<file path="src/rtl/gcfp_pkg.sv">
// shared constants, result type and codes for the generator command frame parser
package gcfp_pkg;

  localparam int ACCUM_MAG_BITS_DEF = 20;

  // ascii codes
  localparam logic [7:0] CH_BANG  = 8'h21;
  localparam logic [7:0] CH_HASH  = 8'h23;
  localparam logic [7:0] CH_PLUS  = 8'h2B;
  localparam logic [7:0] CH_MINUS = 8'h2D;
  localparam logic [7:0] CH_SPACE = 8'h20;
  localparam logic [7:0] CH_TAB   = 8'h09;
  localparam logic [7:0] CH_CR    = 8'h0D;
  localparam logic [7:0] CH_ZERO  = 8'h30;
  localparam logic [7:0] CH_NINE  = 8'h39;
  localparam logic [7:0] CH_S     = 8'h53;
  localparam logic [7:0] CH_T     = 8'h54;
  localparam logic [7:0] CH_D     = 8'h44;
  localparam logic [7:0] CH_C     = 8'h43;
  localparam logic [7:0] CH_F     = 8'h46;
  localparam logic [7:0] CH_A     = 8'h41;
  localparam logic [7:0] CH_O     = 8'h4F;
  localparam logic [7:0] CH_W     = 8'h57;

  // configuration register indexes
  localparam int CFG_IDX_W = 3;
  localparam logic [CFG_IDX_W-1:0] CFG_FREQ_MAX     = 3'd0;
  localparam logic [CFG_IDX_W-1:0] CFG_FREQ_MIN     = 3'd1;
  localparam logic [CFG_IDX_W-1:0] CFG_AMP_MAX      = 3'd2;
  localparam logic [CFG_IDX_W-1:0] CFG_AMP_MIN      = 3'd3;
  localparam logic [CFG_IDX_W-1:0] CFG_OFFSET_LIMIT = 3'd4;

  // reset values
  localparam logic [15:0] FREQ_MAX_RST     = 16'd2000;
  localparam logic [15:0] FREQ_MIN_RST     = 16'd20;
  localparam logic [15:0] AMP_MAX_RST      = 16'd10000;
  localparam logic [15:0] AMP_MIN_RST      = 16'd100;
  localparam logic [14:0] OFFSET_LIMIT_RST = 15'd5000;
  localparam logic [15:0] STORED_FREQ_RST  = 16'd20;
  localparam logic [15:0] STORED_AMP_RST   = 16'd100;
  localparam logic [15:0] STORED_OFS_RST   = 16'd0;

  // clamp status codes
  localparam logic [1:0] ST_IN_RANGE = 2'd0;
  localparam logic [1:0] ST_HIGH     = 2'd1;
  localparam logic [1:0] ST_LOW      = 2'd2;

  // waveform codes
  localparam logic [1:0] WF_SINE     = 2'd0;
  localparam logic [1:0] WF_TRIANGLE = 2'd1;
  localparam logic [1:0] WF_SAWTOOTH = 2'd2;
  localparam logic [1:0] WF_SQUARE   = 2'd3;

  typedef struct packed {
    logic        frame_valid;
    logic [1:0]  waveform;
    logic [15:0] frequency;
    logic [15:0] amplitude;
    logic [15:0] offset;
    logic        save_request;
    logic        type_unknown;
    logic [1:0]  freq_status;
    logic [1:0]  amp_status;
    logic [1:0]  offset_status;
  } res_t;

endpackage

</file>
<file path="src/rtl/gcfp_queue.sv">
// two-entry register queue between pipeline parts
module gcfp_queue #(
  parameter int WIDTH = 1
) (
  input  logic             clk,
  input  logic             rst,
  input  logic             wr_en,
  input  logic [WIDTH-1:0] wr_data,
  output logic             full,
  input  logic             rd_en,
  output logic [WIDTH-1:0] rd_data,
  output logic             empty
);

  logic [WIDTH-1:0] mem [2];
  logic             wr_ptr;
  logic             rd_ptr;
  logic [1:0]       count;

  assign full    = (count == 2'd2);
  assign empty   = (count == 2'd0);
  assign rd_data = mem[rd_ptr];

  always_ff @(posedge clk) begin
    if (rst) begin
      wr_ptr <= 1'b0;
      rd_ptr <= 1'b0;
      count  <= 2'd0;
    end else begin
      if (wr_en) begin
        wr_ptr <= ~wr_ptr;
      end
      if (rd_en) begin
        rd_ptr <= ~rd_ptr;
      end
      if (wr_en && !rd_en) begin
        count <= count + 2'd1;
      end else if (rd_en && !wr_en) begin
        count <= count - 2'd1;
      end
    end
  end

  always_ff @(posedge clk) begin
    if (wr_en) begin
      mem[wr_ptr] <= wr_data;
    end
  end

  a_count_bound: assert property (@(posedge clk) disable iff (rst) count != 2'd3)
    else $error("queue count out of range");
  a_write_fills: assert property (@(posedge clk) disable iff (rst)
    wr_en && !rd_en |=> !empty)
    else $error("queue empty after lone write");
  a_read_drains: assert property (@(posedge clk) disable iff (rst)
    rd_en && !wr_en && count == 2'd1 |=> empty)
    else $error("queue not empty after last read");

endmodule

</file>
<file path="src/rtl/gcfp_front.sv">
// front part: byte parser that builds one frame record per '#'
module gcfp_front import gcfp_pkg::*; #(
  parameter int MAG_BITS = ACCUM_MAG_BITS_DEF,
  parameter int REC_W    = 3 * (MAG_BITS + 1) + 10
) (
  input  logic             clk,
  input  logic             rst,
  input  logic             push,
  input  logic [7:0]       rx_byte,
  input  logic             rec_full,
  output logic             rec_push,
  output logic [REC_W-1:0] rec_data
);

  typedef enum logic [2:0] {FLD_NONE, FLD_S, FLD_F, FLD_A, FLD_O, FLD_W} field_t;
  typedef enum logic [1:0] {PH_LEAD, PH_DIGITS, PH_DONE} phase_t;

  logic                first, first_next;
  logic                start_ok, start_ok_next;
  logic                s_seen, s_seen_next;
  field_t              open_fld, open_fld_next;
  logic                skip, skip_next;
  phase_t              phase, phase_next;
  logic                neg, neg_next;
  logic [MAG_BITS-1:0] fmag, fmag_next;
  logic [MAG_BITS-1:0] amag, amag_next;
  logic [MAG_BITS-1:0] omag, omag_next;
  logic                fneg, fneg_next;
  logic                aneg, aneg_next;
  logic                oneg, oneg_next;
  logic                save, save_next;
  logic [7:0]          type_letter, type_letter_next;
  logic                accept;

  assign accept = push && !rec_full;

  function automatic logic is_space(input logic [7:0] b);
    return (b == CH_SPACE) || (b >= CH_TAB && b <= CH_CR);
  endfunction

  always_comb begin
    logic [MAG_BITS-1:0] mag_sel;
    logic [MAG_BITS+3:0] mag_ext;
    logic [MAG_BITS-1:0] mag_new;
    logic                run_digits;
    logic                is_digit;
    mag_sel    = '0;
    mag_ext    = '0;
    mag_new    = '0;
    run_digits = 1'b0;
    is_digit   = (rx_byte >= CH_ZERO) && (rx_byte <= CH_NINE);

    first_next       = first;
    start_ok_next    = start_ok;
    s_seen_next      = s_seen;
    open_fld_next    = open_fld;
    skip_next        = skip;
    phase_next       = phase;
    neg_next         = neg;
    fmag_next        = fmag;
    amag_next        = amag;
    omag_next        = omag;
    fneg_next        = fneg;
    aneg_next        = aneg;
    oneg_next        = oneg;
    save_next        = save;
    type_letter_next = type_letter;
    rec_push         = 1'b0;

    // first byte of a frame starts from a clean slate
    if (first) begin
      start_ok_next    = (rx_byte == CH_BANG);
      s_seen_next      = 1'b0;
      open_fld_next    = FLD_NONE;
      skip_next        = 1'b0;
      phase_next       = PH_LEAD;
      neg_next         = 1'b0;
      fmag_next        = '0;
      amag_next        = '0;
      omag_next        = '0;
      fneg_next        = 1'b0;
      aneg_next        = 1'b0;
      oneg_next        = 1'b0;
      save_next        = 1'b0;
      type_letter_next = '0;
    end

    if (accept) begin
      if (rx_byte == CH_HASH) begin
        rec_push   = 1'b1;
        first_next = 1'b1;
      end else begin
        first_next = 1'b0;
        if ((rx_byte == CH_S && !s_seen_next) || rx_byte == CH_F || rx_byte == CH_A ||
            rx_byte == CH_O || rx_byte == CH_W) begin
          skip_next  = 1'b1;
          phase_next = PH_LEAD;
          neg_next   = 1'b0;
          unique case (rx_byte)
            CH_S: begin
              s_seen_next      = 1'b1;
              open_fld_next    = FLD_S;
              type_letter_next = '0;
            end
            CH_F: begin
              open_fld_next = FLD_F;
              fmag_next     = '0;
              fneg_next     = 1'b0;
            end
            CH_A: begin
              open_fld_next = FLD_A;
              amag_next     = '0;
              aneg_next     = 1'b0;
            end
            CH_O: begin
              open_fld_next = FLD_O;
              omag_next     = '0;
              oneg_next     = 1'b0;
            end
            default: begin
              open_fld_next = FLD_W;
              save_next     = 1'b0;
            end
          endcase
        end else if (open_fld_next == FLD_NONE) begin
          skip_next = skip_next;
        end else if (skip_next) begin
          skip_next = 1'b0;
        end else if (open_fld_next == FLD_S) begin
          type_letter_next = rx_byte;
          open_fld_next    = FLD_NONE;
        end else begin
          if (phase_next == PH_LEAD) begin
            if (!is_space(rx_byte)) begin
              if (rx_byte == CH_PLUS || rx_byte == CH_MINUS) begin
                neg_next   = (rx_byte == CH_MINUS);
                phase_next = PH_DIGITS;
              end else begin
                phase_next = PH_DIGITS;
                run_digits = 1'b1;
              end
            end
          end else if (phase_next == PH_DIGITS) begin
            run_digits = 1'b1;
          end
          if (run_digits) begin
            if (is_digit) begin
              unique case (open_fld_next)
                FLD_F:   mag_sel = fmag_next;
                FLD_A:   mag_sel = amag_next;
                FLD_O:   mag_sel = omag_next;
                default: mag_sel = '0;
              endcase
              // times ten plus digit, saturating
              mag_ext = {1'b0, mag_sel, 3'b000} + {3'b000, mag_sel, 1'b0}
                      + {{MAG_BITS{1'b0}}, rx_byte[3:0]};
              mag_new = (mag_ext[MAG_BITS+3:MAG_BITS] != 4'd0) ? '1 : mag_ext[MAG_BITS-1:0];
              unique case (open_fld_next)
                FLD_F: begin
                  fmag_next = mag_new;
                  fneg_next = neg_next;
                end
                FLD_A: begin
                  amag_next = mag_new;
                  aneg_next = neg_next;
                end
                FLD_O: begin
                  omag_next = mag_new;
                  oneg_next = neg_next;
                end
                default: begin
                  if (rx_byte[3:0] != 4'd0) begin
                    save_next = 1'b1;
                  end
                end
              endcase
            end else begin
              phase_next    = PH_DONE;
              open_fld_next = FLD_NONE;
            end
          end
        end
      end
    end
  end

  assign rec_data = {start_ok_next, type_letter_next, save_next,
                     fneg_next, fmag_next, aneg_next, amag_next, oneg_next, omag_next};

  always_ff @(posedge clk) begin
    if (rst) begin
      first       <= 1'b1;
      start_ok    <= 1'b0;
      s_seen      <= 1'b0;
      open_fld    <= FLD_NONE;
      skip        <= 1'b0;
      phase       <= PH_LEAD;
      neg         <= 1'b0;
      save        <= 1'b0;
      type_letter <= '0;
    end else begin
      first       <= first_next;
      start_ok    <= start_ok_next;
      s_seen      <= s_seen_next;
      open_fld    <= open_fld_next;
      skip        <= skip_next;
      phase       <= phase_next;
      neg         <= neg_next;
      save        <= save_next;
      type_letter <= type_letter_next;
    end
  end

  always_ff @(posedge clk) begin
    fmag <= fmag_next;
    amag <= amag_next;
    omag <= omag_next;
    fneg <= fneg_next;
    aneg <= aneg_next;
    oneg <= oneg_next;
  end

endmodule

</file>
<file path="src/rtl/gcfp_back.sv">
// back part: limit registers, clamping and stored generator settings
module gcfp_back import gcfp_pkg::*; #(
  parameter int MAG_BITS = ACCUM_MAG_BITS_DEF,
  parameter int REC_W    = 3 * (MAG_BITS + 1) + 10
) (
  input  logic                 clk,
  input  logic                 rst,
  input  logic                 cfg_valid,
  input  logic [CFG_IDX_W-1:0] cfg_index,
  input  logic [15:0]          cfg_data,
  input  logic                 rec_empty,
  input  logic [REC_W-1:0]     rec_data,
  output logic                 rec_pop,
  input  logic                 res_full,
  output logic                 res_push,
  output res_t                 res_data
);

  localparam int VW = MAG_BITS + 1;

  logic [15:0] freq_max, freq_min, amp_max, amp_min;
  logic [14:0] offset_limit;
  logic [1:0]  stored_waveform, stored_waveform_next;
  logic [15:0] stored_frequency, stored_frequency_next;
  logic [15:0] stored_amplitude, stored_amplitude_next;
  logic [15:0] stored_offset, stored_offset_next;

  logic                r_start_ok;
  logic [7:0]          r_type;
  logic                r_save;
  logic                r_fneg, r_aneg, r_oneg;
  logic [MAG_BITS-1:0] r_fmag, r_amag, r_omag;

  assign {r_start_ok, r_type, r_save, r_fneg, r_fmag, r_aneg, r_amag, r_oneg, r_omag} = rec_data;

  assign rec_pop  = !rec_empty && !res_full;
  assign res_push = rec_pop;

  function automatic logic signed [VW-1:0] to_signed(input logic neg,
                                                     input logic [MAG_BITS-1:0] mag);
    logic signed [VW-1:0] v;
    v = $signed({1'b0, mag});
    return neg ? -v : v;
  endfunction

  // returns {status, clamped value}
  function automatic logic [17:0] clamp(input logic signed [VW-1:0] v,
                                        input logic signed [VW-1:0] lo,
                                        input logic signed [VW-1:0] hi);
    logic [17:0] r;
    if (v > hi) begin
      r = {ST_HIGH, hi[15:0]};
    end else if (v < lo) begin
      r = {ST_LOW, lo[15:0]};
    end else begin
      r = {ST_IN_RANGE, v[15:0]};
    end
    return r;
  endfunction

  always_comb begin
    logic signed [VW-1:0] ofs_hi;
    logic [17:0]          fc, ac, oc;
    logic                 unknown;
    ofs_hi  = $signed({{(VW-15){1'b0}}, offset_limit});
    fc      = clamp(to_signed(r_fneg, r_fmag),
                    $signed({{(VW-16){1'b0}}, freq_min}),
                    $signed({{(VW-16){1'b0}}, freq_max}));
    ac      = clamp(to_signed(r_aneg, r_amag),
                    $signed({{(VW-16){1'b0}}, amp_min}),
                    $signed({{(VW-16){1'b0}}, amp_max}));
    oc      = clamp(to_signed(r_oneg, r_omag), -ofs_hi, ofs_hi);
    unknown = 1'b0;

    stored_waveform_next  = stored_waveform;
    stored_frequency_next = stored_frequency;
    stored_amplitude_next = stored_amplitude;
    stored_offset_next    = stored_offset;
    if (r_start_ok) begin
      unique case (r_type)
        CH_S:    stored_waveform_next = WF_SINE;
        CH_T:    stored_waveform_next = WF_TRIANGLE;
        CH_D:    stored_waveform_next = WF_SAWTOOTH;
        CH_C:    stored_waveform_next = WF_SQUARE;
        default: unknown = 1'b1;
      endcase
      stored_frequency_next = fc[15:0];
      stored_amplitude_next = ac[15:0];
      stored_offset_next    = oc[15:0];
    end

    res_data.frame_valid   = r_start_ok;
    res_data.waveform      = stored_waveform_next;
    res_data.frequency     = stored_frequency_next;
    res_data.amplitude     = stored_amplitude_next;
    res_data.offset        = stored_offset_next;
    res_data.save_request  = r_start_ok && r_save;
    res_data.type_unknown  = unknown;
    res_data.freq_status   = r_start_ok ? fc[17:16] : ST_IN_RANGE;
    res_data.amp_status    = r_start_ok ? ac[17:16] : ST_IN_RANGE;
    res_data.offset_status = r_start_ok ? oc[17:16] : ST_IN_RANGE;
  end

  always_ff @(posedge clk) begin
    if (rst) begin
      freq_max         <= FREQ_MAX_RST;
      freq_min         <= FREQ_MIN_RST;
      amp_max          <= AMP_MAX_RST;
      amp_min          <= AMP_MIN_RST;
      offset_limit     <= OFFSET_LIMIT_RST;
      stored_waveform  <= WF_SINE;
      stored_frequency <= STORED_FREQ_RST;
      stored_amplitude <= STORED_AMP_RST;
      stored_offset    <= STORED_OFS_RST;
    end else begin
      if (cfg_valid) begin
        unique case (cfg_index)
          CFG_FREQ_MAX:     freq_max     <= cfg_data;
          CFG_FREQ_MIN:     freq_min     <= cfg_data;
          CFG_AMP_MAX:      amp_max      <= cfg_data;
          CFG_AMP_MIN:      amp_min      <= cfg_data;
          CFG_OFFSET_LIMIT: offset_limit <= cfg_data[14:0];
          default: ;
        endcase
      end
      if (rec_pop) begin
        stored_waveform  <= stored_waveform_next;
        stored_frequency <= stored_frequency_next;
        stored_amplitude <= stored_amplitude_next;
        stored_offset    <= stored_offset_next;
      end
    end
  end

  a_invalid_keeps: assert property (@(posedge clk) disable iff (rst)
    rec_pop && !r_start_ok |=> $stable(stored_frequency) && $stable(stored_amplitude)
                               && $stable(stored_offset) && $stable(stored_waveform))
    else $error("invalid frame changed stored settings");
  a_freq_high: assert property (@(posedge clk) disable iff (rst)
    rec_pop && r_start_ok && res_data.freq_status == ST_HIGH
    |=> stored_frequency == $past(freq_max))
    else $error("frequency clamped high but not at maximum");
  a_offset_bound: assert property (@(posedge clk) disable iff (rst)
    rec_pop && r_start_ok |=>
      $signed(stored_offset) <= $signed({1'b0, $past(offset_limit)}) &&
      $signed(stored_offset) >= -$signed({1'b0, $past(offset_limit)}))
    else $error("stored offset outside limit");

endmodule

</file>
<file path="src/rtl/generator_command_frame_parser_unit.sv">
// top level of the generator command frame parser
// throughput: one byte per clock cycle while full is low, a '#' beat included
// the result of a frame is registered in both queues before it reaches the result ports
// (front parser -> two-entry record queue -> clamp stage -> two-entry result queue)
// full rises only when the record queue holds two frames not yet clamped
// reset (synchronous): queues emptied, parser awaits a frame start, limits and settings restored
module generator_command_frame_parser_unit import gcfp_pkg::*; #(
  parameter int ACCUM_MAG_BITS = ACCUM_MAG_BITS_DEF
) (
  input  logic                 clk,
  input  logic                 rst,
  input  logic                 push,
  output logic                 full,
  input  logic [7:0]           rx_byte,
  output logic                 empty,
  input  logic                 pop,
  output logic                 frame_valid,
  output logic [1:0]           waveform,
  output logic [15:0]          frequency,
  output logic [15:0]          amplitude,
  output logic signed [15:0]   offset,
  output logic                 save_request,
  output logic                 type_unknown,
  output logic [1:0]           freq_status,
  output logic [1:0]           amp_status,
  output logic [1:0]           offset_status,
  input  logic                 cfg_valid,
  output logic                 cfg_ready,
  input  logic [CFG_IDX_W-1:0] cfg_index,
  input  logic [15:0]          cfg_data
);

  localparam int REC_W = 3 * (ACCUM_MAG_BITS + 1) + 10;

  logic             rec_push, rec_full, rec_pop, rec_empty;
  logic [REC_W-1:0] rec_wr, rec_rd;
  logic             res_push, res_full, res_pop;
  res_t             res_wr, res_rd;

  assign cfg_ready = 1'b1;
  assign res_pop   = pop && !empty;
  assign full      = rec_full;

  gcfp_front #(.MAG_BITS(ACCUM_MAG_BITS), .REC_W(REC_W)) u_front (
    .clk      (clk),
    .rst      (rst),
    .push     (push),
    .rx_byte  (rx_byte),
    .rec_full (rec_full),
    .rec_push (rec_push),
    .rec_data (rec_wr)
  );

  gcfp_queue #(.WIDTH(REC_W)) u_rec_q (
    .clk     (clk),
    .rst     (rst),
    .wr_en   (rec_push),
    .wr_data (rec_wr),
    .full    (rec_full),
    .rd_en   (rec_pop),
    .rd_data (rec_rd),
    .empty   (rec_empty)
  );

  gcfp_back #(.MAG_BITS(ACCUM_MAG_BITS), .REC_W(REC_W)) u_back (
    .clk       (clk),
    .rst       (rst),
    .cfg_valid (cfg_valid),
    .cfg_index (cfg_index),
    .cfg_data  (cfg_data),
    .rec_empty (rec_empty),
    .rec_data  (rec_rd),
    .rec_pop   (rec_pop),
    .res_full  (res_full),
    .res_push  (res_push),
    .res_data  (res_wr)
  );

  gcfp_queue #(.WIDTH($bits(res_t))) u_res_q (
    .clk     (clk),
    .rst     (rst),
    .wr_en   (res_push),
    .wr_data (res_wr),
    .full    (res_full),
    .rd_en   (res_pop),
    .rd_data (res_rd),
    .empty   (empty)
  );

  assign frame_valid   = res_rd.frame_valid;
  assign waveform      = res_rd.waveform;
  assign frequency     = res_rd.frequency;
  assign amplitude     = res_rd.amplitude;
  assign offset        = $signed(res_rd.offset);
  assign save_request  = res_rd.save_request;
  assign type_unknown  = res_rd.type_unknown;
  assign freq_status   = res_rd.freq_status;
  assign amp_status    = res_rd.amp_status;
  assign offset_status = res_rd.offset_status;

endmodule
</file>
<file path="config.mk">
export PLATFORM = sky130hd
export DESIGN_NAME = generator_command_frame_parser_unit
export DESIGN_NICKNAME = d
export VERILOG_FILES = /design/src/rtl/gcfp_pkg.sv /design/src/rtl/gcfp_queue.sv /design/src/rtl/gcfp_front.sv /design/src/rtl/gcfp_back.sv /design/src/rtl/generator_command_frame_parser_unit.sv
export SDC_FILE = /design/constraint.sdc
export NUM_CORES = 1
export LEC_CHECK = 0
export BUFFER_PORTS_ARGS = -buffer_cell sky130_fd_sc_hd__buf_2
export CAP_MARGIN = 10
export CORE_ASPECT_RATIO = 0.8
export CORE_MARGIN = 10
export CORE_UTILIZATION = 40
export DETAILED_ROUTE_END_ITERATION = 12
export SLEW_MARGIN = 5
export SYNTH_ARGS = -nofsm -noshare
export SYNTH_HDL_FRONTEND = slang
export SYNTH_SLANG_ARGS = --single-unit
export TNS_END_PERCENT = 1
</file>
<file path="constraint.sdc">
create_clock -name clk -period 8.6 [get_ports clk]
set_input_delay 0.43 -clock clk [delete_from_list [all_inputs] [get_ports clk]]
set_output_delay 0.43 -clock clk [all_outputs]
set_load 0.01 [all_outputs]
</file>
==> flow_summary.json <==
{
  "status": "finished, final reports clean",
  "hold_viol": 0,
  "yosys_warnings": 0,
  "place.gp.congestion": 0.932,
  "drtPass1Iterations": 8,
  "maxCapViolations": 0,
  "clk_pin_slew_ns": 0.06,
  "worst_hold_slack_ns": 0.155,
  "setup_tns_ns": 0,
  "htree_levels": 2,
  "crit_chain": "buf_4, mux2_2, inv_1, ha_1, o21ai_1, o21ai_0, xor2_1, ha_1, a21o_1, a21o_1, a2111oi_0, o21a_1, o21ai_0, nand4_1, o221ai_1, mux2_2",
  "internal_power_mw": 4.99,
  "end_kind": "flop",
  "syn_inst": 2506,
  "min_period_ns": 6.43,
  "synth_area_per_cell_um2": 10.1,
  "root_buffer": "clkbuf_16",
  "utilization_pct": 44.8,
  "p_clk_share_pct": 26.7,
  "fmax_ghz": 0.156,
  "tightest_slew_ns": 1.24,
  "fin_crit_sh_pct": 74.8,
  "wl_per_cell_um": 21.4,
  "p_sw_share_pct": 35.6,
  "drtAntennaViolNets": 0,
  "fin_area_um2": 28200,
  "total_power_mw": 7.76,
  "vias": 19814,
  "synth-main-ff-cell": "edfxtp_1",
  "hp-class": "in2reg",
  "clockBufferDepth": 3,
  "initial_utilization_pct": 40.5,
  "syn_area_um2": 25400,
  "drive_gt1_share_pct": 11.5,
  "die-area_um2": 74100,
  "slowest_stage": "a2111oi_0",
  "core_um2": 62800,
  "port_buffers": 92,
  "dr.first_iter.drc_count": 2030,
  "crit_path_max_incr_delay_ns": 0.74,
  "die_w_um": 302,
  "slew_violations": 0,
  "comb_power_share_pct": 35.5,
  "syn-num-nets": 2682,
  "ctsResizeCount": 0,
  "antenna_found_initial": 3,
  "cp.required_ns": 8.93,
  "peakVddDrop_mv": 0.335,
  "cts_tree": "done",
  "fillers": 5977,
  "fp.dieH_um": 246,
  "clock_skew_ns": 0.0229,
  "cp_num_buf_inv": 2,
  "seq_area_frac_synth_pct": 48.6,
  "boundaryPins": 94,
  "grt_use_total_pct": 19.0,
  "async_flop_share_pct": 0,
  "vias_per_cell": 5.80,
  "clock-sinks": 485,
  "crit_arrival_ns": 6.76,
  "pwr-share-seq_pct": 37.8,
  "drc": 0,
  "rows": 82,
  "grt_pass1_wl_um": 112000,
  "relSlewSlack_pct": 17.2,
  "switching_power_mw": 2.76,
  "cts_setup_buffers": 0,
  "synth_seq_cells": 485,
  "reg2reg_setup_slack_ns": 2.17,
  "cts_made_buffers": 47,
  "first_global_vias": 18939,
  "syn_to_final_growth_pct": 10.7,
  "layout_commonest_cell": "nand2_1",
  "layout_common_cells": "nand2_1 (268), edfxtp_1 (264), dfxtp_1 (219)",
  "placed_cell_area_um2": 26600,
  "hpwlAfterDp_um": 52800,
  "rsz0062_at_grt": "false",
  "setup_viol": 0,
  "critPathLaunchType": "flop",
  "yosysUniqueCellTypes": 92,
  "criticalPathCategory": "reg2reg",
  "p_leak_nw": 10.6,
  "totalWireLength_um": 73200,
  "nets": 2712,
  "powerDensity_nw_per_um2": 276,
  "grt_max_degree": 69,
  "cp_max_fo": 63,
  "clock_latency_ns": 0.59,
  "grt-ovfl-total": 0,
  "cpLargestDelayFamily": "compound AO/OA/AOI/OAI gates",
  "holdBufCountCts": 0,
  "synth_edf_count": 264
}
[synthesized netlist by cell type, types with 48 or more instances]
library cell  count  area (um2)
a21oi_1         163         816
a221o_1          55         551
clkbuf_1         96         360
dfxtp_1         221        4420
edfxtp_1        264        7930
ha_1            142        1780
inv_1           134         503
mux2_2           72         811
mux2i_1          67         671
nand2_1         268        1010
nand3b_1         49         368
nor2_1          179         672
nor3_1           69         345
o21ai_0         114         571
o31ai_1          48         360
[per-stage QoR]
stage               setup WS, ns  cells
floorplan                   2.00   2506
global placement            2.35   3327
detailed placement          2.24   3327
CTS                         2.20   3415
global route                1.67   3416
finish                      2.17   3416
[layout make-up]
| type | count | area [um2] | area share, % |
|---|---|---|---|
| diodes | 1 | 2.50 | 0.00889 |
| clock buffers | 61 | 1310 | 4.66 |
| clock inverters | 27 | 225 | 0.800 |
| inverters | 136 | 510 | 1.81 |
| multi-input cells | 1747 | 12000 | 42.7 |
| flip-flops and latches | 485 | 12400 | 43.9 |
| well taps | 840 | 1050 | 3.73 |
| repair buffers | 119 | 666 | 2.36 |
[sequential cells by signal (all words and copies together) (netlist names), 2 cells and up, named ones only]
| signal | count |
|---|---|
| u_rec_q.mem | 146 |
| u_res_q.mem | 118 |
| u_front.amag | 20 |
| u_front.fmag | 20 |
| u_front.omag | 20 |
| u_back.amp_max | 16 |
| u_back.amp_min | 16 |
| u_back.freq_max | 16 |
| u_back.freq_min | 16 |
| u_back.stored_amplitude | 16 |
| u_back.stored_frequency | 16 |
| u_back.stored_offset | 16 |
| u_back.offset_limit | 15 |
| u_front.type_letter | 8 |
| u_front.open_fld | 3 |
| u_back.stored_waveform | 2 |
| u_front.phase | 2 |
| u_rec_q.count | 2 |
| u_res_q.count | 2 |
[worst paths after layout]
| kind | from | to | depth (start not counted) |
|---|---|---|---|
| max reg2reg | flop | u_res_q.mem[0][40]$_DFFE_PP_ | 16 |
| min reg2reg | u_back.freq_min[0]$_SDFFE_PP0P_ | u_back.freq_min[0]$_SDFFE_PP0P_ | 2 |
| min | cfg_data[15] | u_back.freq_max[15]$_SDFFE_PP0P_ | 3 |
| max | flop | u_res_q.mem[0][40]$_DFFE_PP_ | 16 |
[metal layers]
metal | track usage, % | vias up | wire length, um | part of all wire [%]
met5 | 0 | - | 13 | 0.018
met4 | 3.94 | 2 | 1340 | 1.8
met3 | 4.19 | 113 | 5710 | 7.8
met2 | 28.7 | 694 | 31900 | 44
met1 | 27.5 | 9659 | 34200 | 47
li1 | - | 9346 | - | -
[cells by family after synthesis]
kind of cell,after synthesis,share of synthesized area (%)
and+or+nand+nor,749,14.2
AOI/OAI and AO/OA,631,17.0
DFF,485,48.6
buffers and inverters,274,4.38
adders and majority gates,144,7.14
muxes,139,5.83
xor gates and xnor gates,83,2.86
other,1,0.0147
[power groups by stage]
stage | logic (mW) | registers (mW) | clock network (mW)
2_1_floorplan | 1.94 | 2.93 | 0
3_3_place_gp | 2.69 | 2.97 | 0
3_5_place_dp | 2.74 | 2.98 | 0
4_1_cts | 2.75 | 2.94 | 2.10
5_1_grt | 3.03 | 2.96 | 2.21
6_report | 2.75 | 2.93 | 2.07
[tightest hold or removal path, stage by stage]
cell and delay, ns:
buf_2 0.14, nand2_1 0.06, a21oi_1 0.05
Power figures use the tool's default switching activity.
